[config.mk]
export PLATFORM = sky130hd
export DESIGN_NAME = bcfo_ctrl
export DESIGN_NICKNAME = d
export VERILOG_FILES = /design/src/bcfo_pkg.sv /design/src/bcfo_ctrl.sv
export SDC_FILE = /design/constraint.sdc
export NUM_CORES = 1
export LEC_CHECK = 0
export BUFFER_PORTS_ARGS = -buffer_cell sky130_fd_sc_hd__buf_2
export CAP_MARGIN = 20
export CORE_AREA = 2 2 39 41
export CTS_BUF_LIST = sky130_fd_sc_hd__clkbuf_2 sky130_fd_sc_hd__clkbuf_4 sky130_fd_sc_hd__clkbuf_8
export CTS_CLUSTER_SIZE = 24
export DETAILED_ROUTE_END_ITERATION = 16
export DIE_AREA = 0 0 41 43
export SYNTH_ARGS = -nofsm -noshare
export SYNTH_HDL_FRONTEND = slang
export SYNTH_SLANG_ARGS = --single-unit
[constraint.sdc]
create_clock -name i_clk -period 1.22 [get_ports i_clk]
set_input_delay 0.122 -clock i_clk [delete_from_list [all_inputs] [get_ports i_clk]]
set_output_delay 0.122 -clock i_clk [all_outputs]
set_load 0.02 [all_outputs]
[src/bcfo_pkg.sv]
`timescale 1ns / 1ps
// ----------------------------------------------------------------------------
// bcfo_pkg: shared types and constants for the bandwidth cluster fallback order
// Types, limits, request and result structs, controller command/status.
// ----------------------------------------------------------------------------
package bcfo_pkg;

    localparam int MAX_NODES_DEF   = 8;
    localparam int MAX_SOCKETS_DEF = 8;
    localparam int BW_W            = 24;
    localparam int DIST_W          = 8;
    localparam int CFG_W           = 7;
    localparam int CFG_IDX_W       = 2;
    localparam logic [6:0] PCT_FULL = 7'd100;

    typedef enum logic [1:0] {
        ACT_LOAD_BW   = 2'd0,
        ACT_LOAD_DIST = 2'd1,
        ACT_COMPUTE   = 2'd2,
        ACT_NONE      = 2'd3
    } t_action;

    typedef enum logic [1:0] {
        CFG_NODE_COUNT   = 2'd0,
        CFG_SOCKET_COUNT = 2'd1,
        CFG_TOLERANCE    = 2'd2,
        CFG_UNUSED       = 2'd3
    } t_cfg_idx;

    typedef struct packed {
        logic [1:0]  action;
        logic [2:0]  node_index;
        logic [2:0]  socket_index;
        logic [23:0] value;
    } t_req;

    typedef struct packed {
        logic [2:0] socket_id;
        logic [2:0] position;
        logic [2:0] node_id;
        logic       last;
    } t_res;

    typedef enum logic [2:0] {
        ST_IDLE,
        ST_SORT,
        ST_MUL,
        ST_CLUS,
        ST_SCAN,
        ST_EMIT
    } t_state;

    // controller to datapath
    typedef struct packed {
        logic init_sort;
        logic sort_step;
        logic mul_step;
        logic clus_step;
        logic scan_init;
        logic scan_step;
        logic emit_step;
    } t_cmd;

    // datapath to controller
    typedef struct packed {
        logic sort_done;
        logic clus_done;
        logic scan_done;
        logic emit_done;
        logic all_done;
    } t_sts;

endpackage

[src/bcfo_ctrl.sv]
`timescale 1ns / 1ps
// ----------------------------------------------------------------------------
// bcfo_ctrl: sequencer for a compute request
// Steps the datapath through sort, clustering, per-cluster scan and emit.
// ----------------------------------------------------------------------------
module bcfo_ctrl (
    input  logic              i_clk,
    input  logic              i_rst_n,
    input  logic              i_go,
    input  bcfo_pkg::t_sts    i_sts,
    output bcfo_pkg::t_cmd    o_cmd,
    output logic              o_busy
);
    import bcfo_pkg::*;

    t_state r_state, n_state;

    // state register
    always_ff @(posedge i_clk) begin
        if (!i_rst_n) begin
            r_state <= ST_IDLE;
        end else begin
            r_state <= n_state;
        end
    end

    // next state
    always_comb begin
        n_state = r_state;
        unique case (r_state)
            ST_IDLE: if (i_go) n_state = ST_SORT;
            ST_SORT: if (i_sts.sort_done) n_state = ST_MUL;
            ST_MUL:  n_state = ST_CLUS;
            ST_CLUS: begin
                if (i_sts.clus_done) n_state = ST_SCAN;
                else n_state = ST_MUL;
            end
            ST_SCAN: if (i_sts.scan_done) n_state = ST_EMIT;
            ST_EMIT: begin
                if (i_sts.all_done) n_state = ST_IDLE;
                else if (i_sts.emit_done) n_state = ST_SCAN;
            end
            default: n_state = ST_IDLE;
        endcase
    end

    // outputs
    always_comb begin
        o_cmd = '0;
        o_busy = (r_state != ST_IDLE);
        unique case (r_state)
            ST_IDLE: o_cmd.init_sort = i_go;
            ST_SORT: o_cmd.sort_step = 1'b1;
            ST_MUL:  o_cmd.mul_step  = 1'b1;
            ST_CLUS: begin
                o_cmd.clus_step = 1'b1;
                o_cmd.scan_init = i_sts.clus_done;
            end
            ST_SCAN: o_cmd.scan_step = 1'b1;
            ST_EMIT: o_cmd.emit_step = 1'b1;
            default: o_cmd = '0;
        endcase
    end

    // a compute never starts while another runs
    a_go_idle: assert property (@(posedge i_clk) disable iff (!i_rst_n)
        (r_state != ST_IDLE) |-> !o_cmd.init_sort)
        else $error("init while busy");
    a_emit_from_scan: assert property (@(posedge i_clk) disable iff (!i_rst_n)
        (r_state == ST_EMIT && $past(r_state) != ST_EMIT) |-> $past(r_state) == ST_SCAN)
        else $error("emit not after scan");
    a_sort_from_idle: assert property (@(posedge i_clk) disable iff (!i_rst_n)
        $rose(r_state == ST_SORT) |-> $past(i_go))
        else $error("sort without go");

endmodule

==> run_results.csv, run 1 <==
group,metric,value,unit
cells_and_area,top_register,"r_state",
yosys,syn_area,272,um2
setup_path,rrSetupSlack,0.06,ns
route,antenna_left,0,
setup_path,worstSetupStartpoint,"r_state[2]$_SDFFE_PN0P_",
clocking,worstSkewPairLatency,0.23,ns
route,firstDrtPassIters,2,
setup_path,cp.arrival,1.17,ns
yosys,synth_ff_type,"dfxtp_1",
cells_and_area,reg_top3,"r_state: 3 flops",
global_route,grt-ovfl-total,0,
yosys,synth.largest_area_cell,"dfxtp_1",
cells_and_area,drive_above_1_share,71.7,%
timing,rsz0062_at_grt,"true",
place,pre_cts_slack,0.0709,ns
yosys,synth_cell_type_count,22,
global_route,grt_pass1_vias,311,
yosys,synth-edff-count,0,
yosys,yosysSeqAreaShare,22.1,%
place,portBuffers,15,
cells_and_area,diodes,0,
power,combPwrFrac,42.9,%
power,totalPowerFinal,0.000585,W
timing,min_period,1.30,ns
yosys,async_flop_share,0,%
floorplanning,die_w,41,um
yosys,ys_warn_count,0,
global_route,grt_usage,10.2,%
power,p_int,0.000386,W
floorplanning,row_count,14,
run_status,outcome,"complete, but fails checks",
cells_and_area,largest_reg_flops,3,
timing,setup_violations,2,
setup_path,cp-endpoint,"o_cmd[6]",
clocking,cts_max_level,1,
timing,max_freq,772,MHz
yosys,synth_nets,40,
clocking,root_buffer,"clkbuf_4",
power,p_per_area,1260,mW/mm2
route,num_vias,304,
worst_hold_path,hold_path_class,"in -> reg",
power,power_leakage,0.232,nW
power,clkPwrFrac,33.5,%
cells_and_area,nets,62,
timing,tns,-0.120,ns
route,viasPerCell,4.41,
floorplanning,die_area,0.00176,mm2
clocking,clk_path_buf_depth,2,
power,vdd_drop_max,0.270,mV
setup_path,start_kind,"flip-flop",
floorplanning,start_util,19.6,%
place,gp_congestion,0.820,
cells_and_area,fillerInstances,143,
place,hpwl,488,um
floorplanning,io_pins,16,
setup_path,r2r-end,"r_state[0]$_SDFFE_PN0P_",
global_route,grt_pass1_wl,1170,um
route,drc,0,
timing,slew-limit-headroom,88.2,%
timing,hold_viol_final,0,
timing,fin_crit_sh,106,%
yosys,synth-seq-cells,3,
cells_and_area,syn_to_final_growth,71.4,%
power,seq_power_share,23.6,%
route,drt_iter0_drc,2,
yosys,syn_area_per_cell,8.48,um2
setup_path,worstPathMaxFanout,5,
clocking,numCtsBuffers,3,
yosys,synth.area.top_cells,"dfxtp_1 22%, buf_6 8.3%, nor3b_1 8.3%",
clocking,clkTransAtPathRegs,0.04,ns
clocking,postCtsHoldBufs,0,
global_route,grt_max_degree,11,
yosys,synthCells,32,
timing,worst_pin_slew,0.176,ns
floorplanning,die_h,43,um
setup_path,reg2regPathDepth,5,
clocking,cts_tree,"built",
run_status,violations,"setup timing",
floorplanning,core_area,0.00138,mm2
global_route,antenna_found_initial,0,
route,wl,689,um
setup_path,critPathKind,"reg -> out",
run,drv_cap,0,
timing,skew,0.00598,ns
power,switching_share,34.0,%
yosys,netlist.area_leader.share,22.1,%
power,switchingPower,0.000199,W
timing,finalMaxSlewViolations,0,
setup_path,critical_path_required,1.10,ns
setup_path,cp-end-kind,"output pin",
setup_path,r2r_start,"r_state[2]$_SDFFE_PN0P_",
timing,worst_slack,-0.0762,ns
route,wl_per_cell,9.99,um
clocking,cts_num_sinks,3,
[final cells by class]
class                   instances  area [um2]  area share [%]
clock buffers                   4        30.0            6.45
inverters                       3        11.3            2.42
multi-input cells              23         196            42.2
flip-flops and latches          3        71.3            15.3
well taps                      16        20.0            4.30
repair buffers                 20         136            29.3
[cells in the final DEF, fill, tap and decap left out]
cell type,instances
nor3_1,1
nand3_1,1
mux2i_1,1
a31oi_1,1
o21ai_1,1
or3_4,1
nor3b_2,3
o2bb2ai_2,1
buf_4,7
nor2_1,2
inv_2,1
or2_1,1
inv_1,2
buf_6,3
buf_2,10
nand2b_4,1
mux2_2,1
a211o_1,1
and3b_2,1
clkbuf_4,4
o21ai_0,1
and4b_1,1
nand2_1,2
nor2_4,1
dfxtp_4,3
nor3_2,1
[metrics by stage]
stage	hold WS, ns	utilization (%)	instance area, um2	cells
2_1_floorplan	0.271	-	277	32
3_3_place_gp	0.410	25.8	357	62
3_5_place_dp	0.406	25.8	357	62
4_1_cts	0.148	31.3	433	68
5_1_grt	0.149	33.6	465	69
6_report	0.157	33.6	465	69
[per-layer routing]
layer | vias to the layer above | wire (um) | track usage, %
met5 | - | 0 | 0
met4 | 0 | 0 | 8.00
met3 | 0 | 47 | 3.14
met2 | 10 | 355 | 16.3
met1 | 141 | 286 | 10.3
li1 | 153 | - | -
[what timing repair did]
action / CTS / global route
pin swaps: 2 / 1
hold endpoints to repair: 0 / 0
setup endpoints to repair: 8 / 8
buffers inserted: 2 / 1
gates resized for setup: 11 / 9
[synth_stat cells, drive strengths merged, types with 2 or more instances]
cell type  n
buf        3
dfxtp      3
inv        3
nand2      2
nor2       3
nor3       2
nor3b      3
o21ai      2
[power groups by stage]
stage / logic (W) / clock network [W] / registers, W
4_1_cts: 0.000238 / 0.000206 / 0.000135
3_3_place_gp: 0.000217 / 0 / 0.000132
5_1_grt: 0.000273 / 0.000214 / 0.000143
6_report: 0.000251 / 0.000196 / 0.000138
3_5_place_dp: 0.000220 / 0 / 0.000133
2_1_floorplan: 0.000183 / 0 / 0.000120
[how the worst min path moves through the flow]
| stage | start | end | cells past startpoint |
|---|---|---|---|
| floorplan | i_rst_n | r_state[0]$_SDFFE_PN0P_ | 2 |
| CTS | i_rst_n | r_state[0]$_SDFFE_PN0P_ | 3 |
| detailed placement | i_rst_n | r_state[0]$_SDFFE_PN0P_ | 3 |
| finish | i_rst_n | r_state[0]$_SDFFE_PN0P_ | 3 |
| global placement | i_rst_n | r_state[0]$_SDFFE_PN0P_ | 3 |
| global route | i_rst_n | r_state[0]$_SDFFE_PN0P_ | 3 |
[logic make-up (layout without fill, tap and decap cells)]
group,Yosys count,in the layout,share of synthesized area [%]
simple gates,16,16,40.1
buf+inv,6,27,15.2
compound gates,5,5,14.7
flops,3,3,22.1
mux,2,2,7.83
[worst max-delay path, cell delays in order (launching register included)]
cell and delay (ns):
dfxtp_4 0.34, or3_4 0.40, nor2_4 0.09, buf_6 0.11
Note: power is estimated with default switching activity, not from simulation.
==> inputs of run 2 (changes only) <==
--- a/config.mk
+++ b/config.mk
@@ -7,11 +7,14 @@
 export LEC_CHECK = 0
 export BUFFER_PORTS_ARGS = -buffer_cell sky130_fd_sc_hd__buf_2
 export CAP_MARGIN = 20
+export CELL_PAD_IN_SITES_DETAIL_PLACEMENT = 1
+export CELL_PAD_IN_SITES_GLOBAL_PLACEMENT = 1
 export CORE_AREA = 2 2 39 41
 export CTS_BUF_LIST = sky130_fd_sc_hd__clkbuf_2 sky130_fd_sc_hd__clkbuf_4 sky130_fd_sc_hd__clkbuf_8
 export CTS_CLUSTER_SIZE = 24
 export DETAILED_ROUTE_END_ITERATION = 16
 export DIE_AREA = 0 0 41 43
+export PLACE_DENSITY_LB_ADDON = 0.1
 export SYNTH_ARGS = -nofsm -noshare
 export SYNTH_HDL_FRONTEND = slang
 export SYNTH_SLANG_ARGS = --single-unit
==> run_results.csv, run 2 (synthesis results as in run 1) <==
group,metric,value,unit
timing,finalMaxSlewViolations,0,
place,portBuffers,15,
clocking,clk_path_buf_depth,2,
route,firstDrtPassIters,1,
global_route,grt_max_degree,11,
route,wl,844,um
global_route,grt_pass1_wl,1320,um
place,dp_cells,62,
cells_and_area,syn_to_final_growth,77.0,%
power,vdd_drop_max,0.280,mV
timing,fin_crit_sh,106,%
power,power_leakage,0.230,nW
run_status,violations,"setup timing",
cells_and_area,final_core_util,34.7,%
run,drv_cap,0,
cells_and_area,diodes,0,
cells_and_area,drive_above_1_share,73.6,%
cells_and_area,largest_reg_flops,3,
timing,setup_violations,3,
clocking,numCtsBuffers,3,
timing,rsz0062_at_grt,"true",
setup_path,critPathKind,"reg -> out",
timing,worst_slack,-0.0680,ns
route,viasPerCell,4.51,
power,p_per_area,1230,mW/mm2
route,drt_iter0_drc,0,
place,hpwl,643,um
setup_path,crit_path_cell_trace,"or3_4, nor2_4, buf_6",
floorplanning,core_area,0.00138,mm2
floorplanning,io_pins,16,
floorplanning,die_h,43,um
clocking,root_buffer,"clkbuf_4",
timing,min_period,1.29,ns
global_route,grt_pass1_vias,326,
clocking,cts_tree,"built",
global_route,grt-ovfl-total,0,
route,num_vias,311,
setup_path,critPathMaxStageDelay,0.38,ns
setup_path,worstPathMaxFanout,6,
route,wl_per_cell,12.2,um
clocking,cts_num_sinks,3,
setup_path,crit_family,"simple AND/OR/NAND/NOR gates",
cells_and_area,mostFrequentLayoutCells,"9 x buf_2, 7 x buf_4, 4 x clkbuf_4, 4 x buf_6",
setup_path,cp.arrival,1.17,ns
setup_path,start_kind,"flip-flop",
cells_and_area,finalNonFillerCells,69,
route,drc,0,
clocking,worstSkewPairLatency,0.23,ns
clocking,clkTransAtPathRegs,0.04,ns
run_status,outcome,"complete, but fails checks",
setup_path,critical_path_required,1.10,ns
cells_and_area,reg_top3,"r_state: 3 flops",
worst_hold_path,hold_path_class,"in -> reg",
global_route,grt_usage,11.3,%
floorplanning,die_area,0.00176,mm2
clocking,cts_max_level,1,
setup_path,cp-end-kind,"output pin",
timing,slew-limit-headroom,87.0,%
floorplanning,start_util,19.6,%
route,antenna_left,0,
timing,hold_viol_final,0,
setup_path,worst-path-buf-inv,1,
timing,max_freq,776,MHz
cells_and_area,top_register,"r_state",
timing,worst_pin_slew,0.193,ns
setup_path,crit_slowest_cell,"or3_4",
cells_and_area,nets,62,
global_route,antenna_found_initial,0,
timing,skew,0.00234,ns
cells_and_area,fillerInstances,171,
floorplanning,row_count,14,
floorplanning,die_w,41,um
cells_and_area,layout_commonest_cell,"buf_2",
place,gp_congestion,0.717,
==> run 2: worst register-to-register path, delay by kind of cell, from the launching register on <==
kind	cells	cell delay, ns
DFF	1	0.37
and+or+nand+nor	2	0.28
buffers and inverters	2	0.26
AOI/OAI and AO/OA	1	0.12
==> run 2: per-layer routing <==
layer  track usage (%)  part of all wire (%)  vias to the layer above
li1                  -                     -                      151
met1              10.9                    37                      151
met2              21.9                    59                        9
met4              4.00                     0                        0
met5                 0                     0                        -
met3              1.57                   3.6                        0
==> run 2: report_power, final <==
part	switching, W	leakage [nW]	total [W]	internal, W
sequential	0.0000235	0.0264	0.000136	0.000113
clock	0.0000491	0.0184	0.000194	0.000145
combinational	0.000135	0.186	0.000260	0.000125
total	0.000207	0.230	0.000590	0.000382
==> run 2: final timing paths <==
check / slack (ns) / end / startpoint / cells after the start
worst max-delay path: -0.07 / o_cmd[6] / r_state[2]$_SDFFE_PN0P_ / 3
worst min-delay path: 0.18 / r_state[0]$_SDFFE_PN0P_ / i_rst_n / 3
worst max register to register: 0.07 / r_state[2]$_SDFFE_PN0P_ / r_state[2]$_SDFFE_PN0P_ / 5
worst min register to register: 0.56 / r_state[1]$_SDFFE_PN0P_ / r_state[2]$_SDFFE_PN0P_ / 2
==> run 2: metrics by stage <==
stage	TNS, ns	setup WS, ns	power, W	hold WS (ns)	area, um2
2_1_floorplan	0	0.0477	0.000303	0.271	277
3_3_place_gp	0	0.0846	0.000354	0.414	357
3_5_place_dp	0	0.0583	0.000361	0.428	357
4_1_cts	-0.187	-0.0913	0.000582	0.177	434
5_1_grt	-0.382	-0.109	0.000631	0.195	480
6_report	-0.136	-0.0680	0.000590	0.185	480
==> run 2: timing repair <==
action / CTS / global route
gates resized for setup: 13 / 10
endpoints found under the setup margin: 8 / 9
hold buffers: 0 / 0
gates cloned: 0 / 0
pin swaps: 0 / 1
setup buffers: 2 / 1
==> run 2: layout make-up <==
type	instances	area, um2	area share [%]
multi-input combinational	23	208	43.2
timing repair buffer	20	143	29.7
sequential	3	68.8	14.3
clock buffer	4	30.0	6.25
tap	16	20.0	4.17
inverter	3	11.3	2.34
