--- config.mk ---
export PLATFORM = sky130hd
export DESIGN_NAME = bcfo_dp
export DESIGN_NICKNAME = d
export VERILOG_FILES = /design/src/bcfo_pkg.sv /design/src/bcfo_dp.sv
export SDC_FILE = /design/constraint.sdc
export NUM_CORES = 2
export LEC_CHECK = 0
export BUFFER_PORTS_ARGS = -buffer_cell sky130_fd_sc_hd__clkbuf_2
export CAP_MARGIN = 40
export CORE_MARGIN = 2
export CORE_UTILIZATION = 50
export CTS_BUF_LIST = sky130_fd_sc_hd__clkbuf_4
export CTS_CLUSTER_SIZE = 14
export DETAILED_ROUTE_END_ITERATION = 6
export GPL_TIMING_DRIVEN = 0
export PLACE_DENSITY = 0.65
export SYNTH_ARGS = -nofsm -noshare
export SYNTH_HDL_FRONTEND = slang
export SYNTH_SLANG_ARGS = --single-unit
--- constraint.sdc ---
create_clock -name i_clk -period 8.9 [get_ports i_clk]
set_input_delay 0.89 -clock i_clk [delete_from_list [all_inputs] [get_ports i_clk]]
set_output_delay 0.89 -clock i_clk [all_outputs]
set_load 0.02 [all_outputs]
--- src/bcfo_pkg.sv ---
`timescale 1ns / 1ps
// ----------------------------------------------------------------------------
// bcfo_pkg: shared types and constants for the bandwidth cluster fallback order
// Types, limits, request and result structs, controller command/status.
// ----------------------------------------------------------------------------
package bcfo_pkg;

    localparam int MAX_NODES_DEF   = 8;
    localparam int MAX_SOCKETS_DEF = 8;
    localparam int BW_W            = 24;
    localparam int DIST_W          = 8;
    localparam int CFG_W           = 7;
    localparam int CFG_IDX_W       = 2;
    localparam logic [6:0] PCT_FULL = 7'd100;

    typedef enum logic [1:0] {
        ACT_LOAD_BW   = 2'd0,
        ACT_LOAD_DIST = 2'd1,
        ACT_COMPUTE   = 2'd2,
        ACT_NONE      = 2'd3
    } t_action;

    typedef enum logic [1:0] {
        CFG_NODE_COUNT   = 2'd0,
        CFG_SOCKET_COUNT = 2'd1,
        CFG_TOLERANCE    = 2'd2,
        CFG_UNUSED       = 2'd3
    } t_cfg_idx;

    typedef struct packed {
        logic [1:0]  action;
        logic [2:0]  node_index;
        logic [2:0]  socket_index;
        logic [23:0] value;
    } t_req;

    typedef struct packed {
        logic [2:0] socket_id;
        logic [2:0] position;
        logic [2:0] node_id;
        logic       last;
    } t_res;

    typedef enum logic [2:0] {
        ST_IDLE,
        ST_SORT,
        ST_MUL,
        ST_CLUS,
        ST_SCAN,
        ST_EMIT
    } t_state;

    // controller to datapath
    typedef struct packed {
        logic init_sort;
        logic sort_step;
        logic mul_step;
        logic clus_step;
        logic scan_init;
        logic scan_step;
        logic emit_step;
    } t_cmd;

    // datapath to controller
    typedef struct packed {
        logic sort_done;
        logic clus_done;
        logic scan_done;
        logic emit_done;
        logic all_done;
    } t_sts;

endpackage

--- src/bcfo_dp.sv ---
`timescale 1ns / 1ps
// ----------------------------------------------------------------------------
// bcfo_dp: stores, sort, clustering and list datapath
// Insertion sort one element per cycle, one multiply pair per cluster step,
// then per socket and cluster a distance sort of the members and emission.
// The distance store is read one entry a cycle through a read register.
// ----------------------------------------------------------------------------
module bcfo_dp #(
    parameter int MAX_NODES   = bcfo_pkg::MAX_NODES_DEF,
    parameter int MAX_SOCKETS = bcfo_pkg::MAX_SOCKETS_DEF
) (
    input  logic              i_clk,
    input  logic              i_rst_n,
    input  logic              i_load,
    input  bcfo_pkg::t_req    i_req,
    input  logic              i_cfg_we,
    input  logic [1:0]        i_cfg_idx,
    input  logic [6:0]        i_cfg_data,
    input  bcfo_pkg::t_cmd    i_cmd,
    output bcfo_pkg::t_sts    o_sts,
    output logic              o_res_valid,
    output bcfo_pkg::t_res    o_res
);
    import bcfo_pkg::*;

    localparam int NW = $clog2(MAX_NODES);
    localparam int SW = (MAX_SOCKETS > 1) ? $clog2(MAX_SOCKETS) : 1;
    localparam int CW = $clog2(MAX_NODES + 1);
    localparam int SCW = $clog2(MAX_SOCKETS + 1);

    logic [3:0]        r_node_count, r_socket_count;
    logic [6:0]        r_tol;
    logic [BW_W-1:0]   r_bw   [MAX_NODES];
    logic [DIST_W-1:0] r_dist [MAX_SOCKETS][MAX_NODES];
    logic [NW-1:0]     r_clus [MAX_NODES];
    logic [NW-1:0]     r_ord  [MAX_NODES];

    logic [CW-1:0]  c_n;
    logic [SCW-1:0] c_sc;

    // clamped counts
    always_comb begin
        if (r_node_count == 4'd0) c_n = CW'(1);
        else if (32'(r_node_count) > MAX_NODES) c_n = CW'(MAX_NODES);
        else c_n = CW'(r_node_count);
        if (r_socket_count == 4'd0) c_sc = SCW'(1);
        else if (32'(r_socket_count) > MAX_SOCKETS) c_sc = SCW'(MAX_SOCKETS);
        else c_sc = SCW'(r_socket_count);
    end

    // configuration registers
    always_ff @(posedge i_clk) begin
        if (!i_rst_n) begin
            r_node_count   <= 4'd8;
            r_socket_count <= 4'd1;
            r_tol          <= 7'd5;
        end else if (i_cfg_we) begin
            unique case (t_cfg_idx'(i_cfg_idx))
                CFG_NODE_COUNT:   r_node_count   <= i_cfg_data[3:0];
                CFG_SOCKET_COUNT: r_socket_count <= i_cfg_data[3:0];
                CFG_TOLERANCE:    r_tol          <= i_cfg_data;
                default: ;
            endcase
        end
    end

    // load requests into the stores
    always_ff @(posedge i_clk) begin
        if (i_load && i_req.action == ACT_LOAD_BW
            && 32'(i_req.node_index) < MAX_NODES) begin
            r_bw[i_req.node_index[NW-1:0]] <= i_req.value;
        end
        if (i_load && i_req.action == ACT_LOAD_DIST
            && 32'(i_req.node_index) < MAX_NODES
            && 32'(i_req.socket_index) < MAX_SOCKETS) begin
            r_dist[i_req.socket_index[SW-1:0]][i_req.node_index[NW-1:0]]
                <= i_req.value[DIST_W-1:0];
        end
    end

    // ---------------- bandwidth insertion sort -----------------
    // one new element inserted per cycle: shift all larger entries up
    logic [CW-1:0] r_si;
    logic [BW_W-1:0] c_vbw;
    assign c_vbw = r_bw[r_si[NW-1:0]];

    always_ff @(posedge i_clk) begin
        if (i_cmd.init_sort) begin
            r_si <= '0;
        end else if (i_cmd.sort_step) begin
            for (int k = 0; k < MAX_NODES; k++) begin
                if (CW'(k) <= r_si) begin
                    if (CW'(k) == r_si) begin
                        if (k == 0 || !(r_bw[r_ord[k-1 > 0 ? k-1 : 0]] > c_vbw))
                            r_ord[k] <= r_si[NW-1:0];
                        else
                            r_ord[k] <= r_ord[k-1 > 0 ? k-1 : 0];
                    end else if (r_bw[r_ord[k]] > c_vbw) begin
                        if (k == 0 || !(r_bw[r_ord[k-1 > 0 ? k-1 : 0]] > c_vbw))
                            r_ord[k] <= r_si[NW-1:0];
                        else
                            r_ord[k] <= r_ord[k-1 > 0 ? k-1 : 0];
                    end
                end
            end
            r_si <= r_si + CW'(1);
        end
    end
    assign o_sts.sort_done = (r_si + CW'(1) >= c_n) && i_cmd.sort_step;

    // ---------------- clustering walk -----------------
    // base starts at fastest node; each step one multiply pair, one compare
    logic [CW-1:0]   r_ci;      // index into r_ord of next node, counts down
    logic [NW-1:0]   r_base;
    logic [NW-1:0]   r_ncl;
    logic [31:0]     r_lhs, r_rhs;
    logic [NW-1:0]   c_nd;
    logic [7:0]      c_pct;

    assign c_nd  = r_ord[r_ci[NW-1:0]];
    // a tolerance of 100 or more leaves no positive left side
    assign c_pct = (r_tol >= PCT_FULL) ? 8'd0 : 8'(PCT_FULL) - 8'(r_tol);

    always_ff @(posedge i_clk) begin
        if (i_cmd.sort_step && o_sts.sort_done) begin
            r_ci   <= c_n - CW'(1);
            r_ncl  <= '0;
        end else if (i_cmd.mul_step) begin
            if (r_ci == c_n - CW'(1)) begin
                r_base <= c_nd;
                r_lhs  <= '0;
                r_rhs  <= '1;
            end else begin
                r_lhs <= 32'(c_pct) * 32'(r_bw[r_base]);
                r_rhs <= 32'(8'd100) * 32'(r_bw[c_nd]);
            end
        end else if (i_cmd.clus_step) begin
            if (r_ci == c_n - CW'(1)) begin
                r_clus[c_nd] <= '0;
            end else if (r_lhs > r_rhs) begin
                r_base <= c_nd;
                r_ncl  <= r_ncl + NW'(1);
                r_clus[c_nd] <= r_ncl + NW'(1);
            end else begin
                r_clus[c_nd] <= r_ncl;
            end
            r_ci <= r_ci - CW'(1);
        end
    end
    assign o_sts.clus_done = i_cmd.clus_step && (r_ci == '0);

    // ---------------- per socket, per cluster list -----------------
    logic [SW-1:0]   r_sock;
    logic [NW-1:0]   r_cc;       // current cluster
    logic [CW-1:0]   r_scan;     // node scanned for insertion
    logic [CW-1:0]   r_cnt;
    logic [NW-1:0]   r_list [MAX_NODES];
    logic [DIST_W-1:0] r_ldist [MAX_NODES];
    logic [CW-1:0]   r_ei;
    logic [2:0]      r_pos;
    logic [DIST_W-1:0] r_dv;
    logic [SW-1:0]   c_rd_sock;
    logic [CW-1:0]   c_rd_scan;
    logic            c_mem;
    logic            c_last_grp;
    logic            c_last_cl;

    // read address follows the next socket and scan position
    always_comb begin
        c_rd_sock = r_sock;
        c_rd_scan = r_scan;
        if (i_cmd.scan_init) begin
            c_rd_sock = '0;
            c_rd_scan = '0;
        end else if (i_cmd.scan_step) begin
            c_rd_scan = r_scan + CW'(1);
        end else if (o_sts.emit_done) begin
            c_rd_scan = '0;
            if (c_last_cl) c_rd_sock = r_sock + SW'(1);
        end
    end

    // registered distance read, holds the entry of the node being scanned
    always_ff @(posedge i_clk) begin
        r_dv <= r_dist[c_rd_sock][c_rd_scan[NW-1:0]];
    end

    assign c_mem = (r_scan < c_n) && (r_clus[r_scan[NW-1:0]] == r_cc);
    assign c_last_cl = (r_cc == r_ncl);
    assign c_last_grp = c_last_cl && (SCW'(r_sock) + SCW'(1) == c_sc);

    always_ff @(posedge i_clk) begin
        if (i_cmd.scan_init) begin
            r_sock <= '0;
            r_cc   <= '0;
            r_scan <= '0;
            r_cnt  <= '0;
            r_pos  <= '0;
        end else if (i_cmd.scan_step) begin
            if (c_mem) begin
                for (int k = 0; k < MAX_NODES; k++) begin
                    if (CW'(k) <= r_cnt) begin
                        if (k == 0 || !(r_ldist[k-1 > 0 ? k-1 : 0] > r_dv)) begin
                            if (CW'(k) == r_cnt || r_ldist[k] > r_dv) begin
                                r_list[k]  <= r_scan[NW-1:0];
                                r_ldist[k] <= r_dv;
                            end
                        end else begin
                            r_list[k]  <= r_list[k-1 > 0 ? k-1 : 0];
                            r_ldist[k] <= r_ldist[k-1 > 0 ? k-1 : 0];
                        end
                    end
                end
                r_cnt <= r_cnt + CW'(1);
            end
            r_scan <= r_scan + CW'(1);
            r_ei   <= '0;
        end else if (i_cmd.emit_step) begin
            if (r_ei < r_cnt) begin
                r_ei  <= r_ei + CW'(1);
                r_pos <= r_pos + 3'd1;
            end
            if (o_sts.emit_done) begin
                r_scan <= '0;
                r_cnt  <= '0;
                if (c_last_cl) begin
                    r_cc   <= '0;
                    r_sock <= r_sock + SW'(1);
                    r_pos  <= '0;
                end else begin
                    r_cc <= r_cc + NW'(1);
                end
            end
        end
    end

    assign o_sts.scan_done = i_cmd.scan_step && (r_scan + CW'(1) >= c_n);
    assign o_sts.emit_done = i_cmd.emit_step && (r_ei + CW'(1) >= r_cnt);
    assign o_sts.all_done  = o_sts.emit_done && c_last_grp;

    // result register
    always_ff @(posedge i_clk) begin
        if (!i_rst_n) begin
            o_res_valid <= 1'b0;
        end else begin
            o_res_valid <= i_cmd.emit_step && (r_ei < r_cnt);
        end
        o_res.socket_id <= 3'(r_sock);
        o_res.position  <= r_pos;
        o_res.node_id   <= 3'(r_list[r_ei[NW-1:0]]);
        o_res.last      <= o_sts.all_done;
    end

    // cluster numbers never pass the node count
    a_ncl: assert property (@(posedge i_clk) disable iff (!i_rst_n)
        i_cmd.emit_step |-> (CW'(r_ncl) < c_n))
        else $error("cluster count overflow");
    a_cnt: assert property (@(posedge i_clk) disable iff (!i_rst_n)
        i_cmd.emit_step |-> (r_ei <= r_cnt))
        else $error("emit index past list");
    a_last: assert property (@(posedge i_clk) disable iff (!i_rst_n)
        (o_res_valid && o_res.last) |=> !o_res_valid)
        else $error("result after last");

endmodule

==> summary.txt <==
Status -> complete, but fails checks
Failing checks -> design-rule violations
Top cells by instance count after synthesis -> sky130_fd_sc_hd__edfxtp_1 (913), sky130_fd_sc_hd__nand2_1 (690), sky130_fd_sc_hd__mux4_2 (498), sky130_fd_sc_hd__ha_1 (452), sky130_fd_sc_hd__clkbuf_1 (398)
R2R cell count -> 28
Number of warnings issued by yosys -> 0
Largest area contributor in the netlist -> sky130_fd_sc_hd__edfxtp_1
Core area -> 135000 um2
Clock buffer count from CTS -> 281
Final cycle utilization of the critical path -> 95.9%
Number of cells on the critical path -> 28
Fraction of synthesized cell area in xor and xnor cells -> 0.913%
Largest voltage drop on the vdd net -> 0.856 mV
H-tree depth -> 5
Chip width -> 373 um
Max Clock Freq -> 0.117 GHz
Wire length per cell -> 29.4 um
Number of cells traversed by the worst hold path -> 2
DRC violation total after the first TritonRoute iteration -> 7072
Final total negative setup slack -> 0 ns
Clock latency reported for the late side of the worst-skew pair -> 1.22 ns
Arithmetic-cell share of the synthesized area counting full adders, half adders and majority gates -> 12.7%
Clock root buffer -> sky130_fd_sc_hd__clkbuf_4
CP Class -> flip-flop to flip-flop
Post-route setup slack -> 0.361 ns
Number of buffer and inverter stages on the critical path -> 8
Die Y -> 373 um
Die Footprint -> 139000 um2
Antenna violations before repair -> 17
Cells after DPL -> 7629
Slowest cell on the critical path -> sky130_fd_sc_hd__nor2_1
Std cell rows -> 135
Clock tree from TritonCTS -> done
Most common cell in the netlist -> sky130_fd_sc_hd__edfxtp_1
Ys flop type -> sky130_fd_sc_hd__edfxtp_1
Share of synthesized area spent on multiplexers -> 22.7%
Dominant combinational cell family by area after synthesis -> multiplexers
Average via count per standard cell -> 6.54
Number of failing setup endpoints in the final timing report -> 0
Number of hold violations in the final report -> 0
Synthesized instance count -> 5593
Critical Path Sink Type -> flip-flop
Placer Congestion -> 1.02
Global-route wire length before repair -> 347000 um
Cell variety after synth -> 82
Number of standard cells in the final layout excluding fillers -> 8130
Synthesis-stage register bit count -> 983
Static Leak -> 0.0290 uW
CP startpoint kind -> flip-flop
Critical path data arrival time -> 9.42 ns
Placed wire-length estimate after detailed placement -> 179000 um
Pin count of the biggest net entering global routing -> 73
Post-synthesis instance area -> 68100 um2
Worst-case clock skew -> 0.132 ns
Setup repair after global routing missed its margin -> false
Pre-CTS WS -> 0.461 ns
Dominant cells by area after synthesis -> sky130_fd_sc_hd__edfxtp_1 (40%), sky130_fd_sc_hd__mux4_2 (16%), sky130_fd_sc_hd__ha_1 (8.3%)
Gr usage total -> 34.0%
Final global-route overflow total -> 0
ANT nets after route -> 0
Remaining routing DRC violations -> 4
Clk pin slew, worst setup/hold paths -> 0.07 ns
Fill cell total of the finished layout -> 11300
Share of layout cells above drive strength 1 -> 23.4%
Final critical-path required period -> 8.54 ns
Hold Worst Slack -> 0.106 ns
Initial standard-cell utilization of the core -> 50.3%
Highest cell delay on the worst timing path -> 0.71 ns
Number of top-level design ports -> 68
Top fanout value on the critical path -> 8
Vias post-DR -> 53200
Power Dens Cells -> 409 nW/um2
Net total in the final layout -> 6813
Remaining max-slew budget at the tightest pin -> 28.8%
Synthesized-area fraction occupied by ao, oa, aoi and oai cells -> 6.12%
Transition time at the pin with the least slew margin -> 1.07 ns
# port buffers -> 61
Mean post-synth cell area -> 12.2 um2
Clock Path Buffers -> 4
Total iterations of the first detailed-routing run -> 7
Post-synthesis async set-or-reset flop share -> 0%
# Max-Cap Violations -> 0
Final Slew Violations -> 0
Family with the most delay on the worst path -> simple AND/OR/NAND/NOR gates
Wire length reported by the detailed router -> 239000 um
Clock sink count -> 983
Signed area change from the synthesized netlist to the final layout -> 12.5%
Tightest Hold Check Type -> input port to flip-flop
Portion of synthesized cell area occupied by the leading cell type -> 40.3%
Number of global-route vias before repair -> 52100
Required @ worst endpoint -> 9.78 ns
Sequential element share of the synthesized area -> 42.3%
Count of flip-flops with a built-in enable after synthesis -> 913
Synth Area in Simple Gates -> 11.2%
[cells in the final DEF, fill, tap and decap left out, types with 151 or more instances in the layout]
master and count:
sky130_fd_sc_hd__edfxtp_1 913, sky130_fd_sc_hd__nand2_1 690, sky130_fd_sc_hd__mux4_2 498, sky130_fd_sc_hd__ha_1 452
sky130_fd_sc_hd__clkbuf_4 417, sky130_fd_sc_hd__clkbuf_1 397, sky130_fd_sc_hd__nor2_1 387, sky130_fd_sc_hd__mux2_2 249
sky130_fd_sc_hd__nand3_1 237, sky130_fd_sc_hd__inv_1 230, sky130_fd_sc_hd__fa_1 151
[routing by layer]
| metal | vias up | GRT usage [%] | share of wire, % |
|---|---|---|---|
| met3 | 833 | 9.73 | 13 |
| met4 | 12 | 17.5 | 5.8 |
| li1 | 22300 | - | - |
| met5 | - | 0 | 0.032 |
| met1 | 26200 | 45.5 | 38 |
| met2 | 3742 | 50.7 | 44 |
[power breakdown]
group	switching [uW]	leakage [uW]	total, uW	internal, uW
Clock	1920	0.00204	4130	2200
Combinational	12100	0.0181	20800	8690
Sequential	117	0.00886	6410	6290
Total	14100	0.0290	31300	17200
[kinds of logic (layout without fill, tap and decap cells)]
group,after synthesis,count (layout)
other,2,36
and+or+nand+nor,1695,1695
muxes,885,885
DFF,983,983
adders and majority gates,603,603
xor gates and xnor gates,71,71
buffers and inverters,720,1442
AOI/OAI and AO/OA,634,634
[metrics by stage]
step	power (uW)	utilization [%]	area, um2
2_1_floorplan	21700	-	68200
3_3_place_gp	26400	52.3	70700
3_5_place_dp	26800	53.9	72900
4_1_cts	31300	56.5	76500
5_1_grt	34400	56.6	76500
6_report	31300	56.6	76600
[registers in the layout, summed over array words and instances, names as in the netlist, 7 cells and up, named ones only]
name and count:
o_res 10, r_bw 192, r_clus 24, r_dist 512, r_dv 8, r_ldist 64
r_lhs 32, r_list 24, r_ord 24, r_rhs 30, r_tol 7
[path summary, 6_finish.rpt]
check	from	end	slack, ns
worst max-delay path	r_ord[6][2]	r_rhs[28]	0.36
worst min-delay path	i_cmd[0]	o_res_valid	0.11
worst max register to register	r_ord[6][2]	r_rhs[28]	0.36
worst min register to register	r_pos[2]	o_res[6]	0.37
[cell type report]
| class | count | area (um2) | area share [%] |
|---|---|---|---|
| clock buffers | 409 | 3070 | 4.01 |
| well taps | 1781 | 2230 | 2.91 |
| inverters | 233 | 875 | 1.14 |
| repair buffers | 260 | 2610 | 3.41 |
| multi-input cells | 3912 | 36800 | 48.0 |
| clock inverters | 53 | 315 | 0.412 |
| diodes | 12 | 30.0 | 0.0392 |
| plain buffers | 487 | 1860 | 2.42 |
| flip-flops and latches | 983 | 28800 | 37.6 |
[worst register-to-register path, delay by kind of cell (launching register included)]
family | cells | cell delay (ns)
xor gates and xnor gates | 1 | 0.14
and+or+nand+nor | 6 | 2.04
buffers and inverters | 8 | 1.67
adders and majority gates | 4 | 1.40
muxes | 2 | 1.08
DFF | 1 | 0.36
AOI/OAI and AO/OA | 7 | 1.56
[what timing repair did]
action,4_1_cts,5_1_grt
hold buffers,22,0
resized for setup,0,3
buffers inserted,0,0
setup endpoints to repair,0,2
endpoints found under the hold margin,140,0
(Power assumes the default switching activity.)
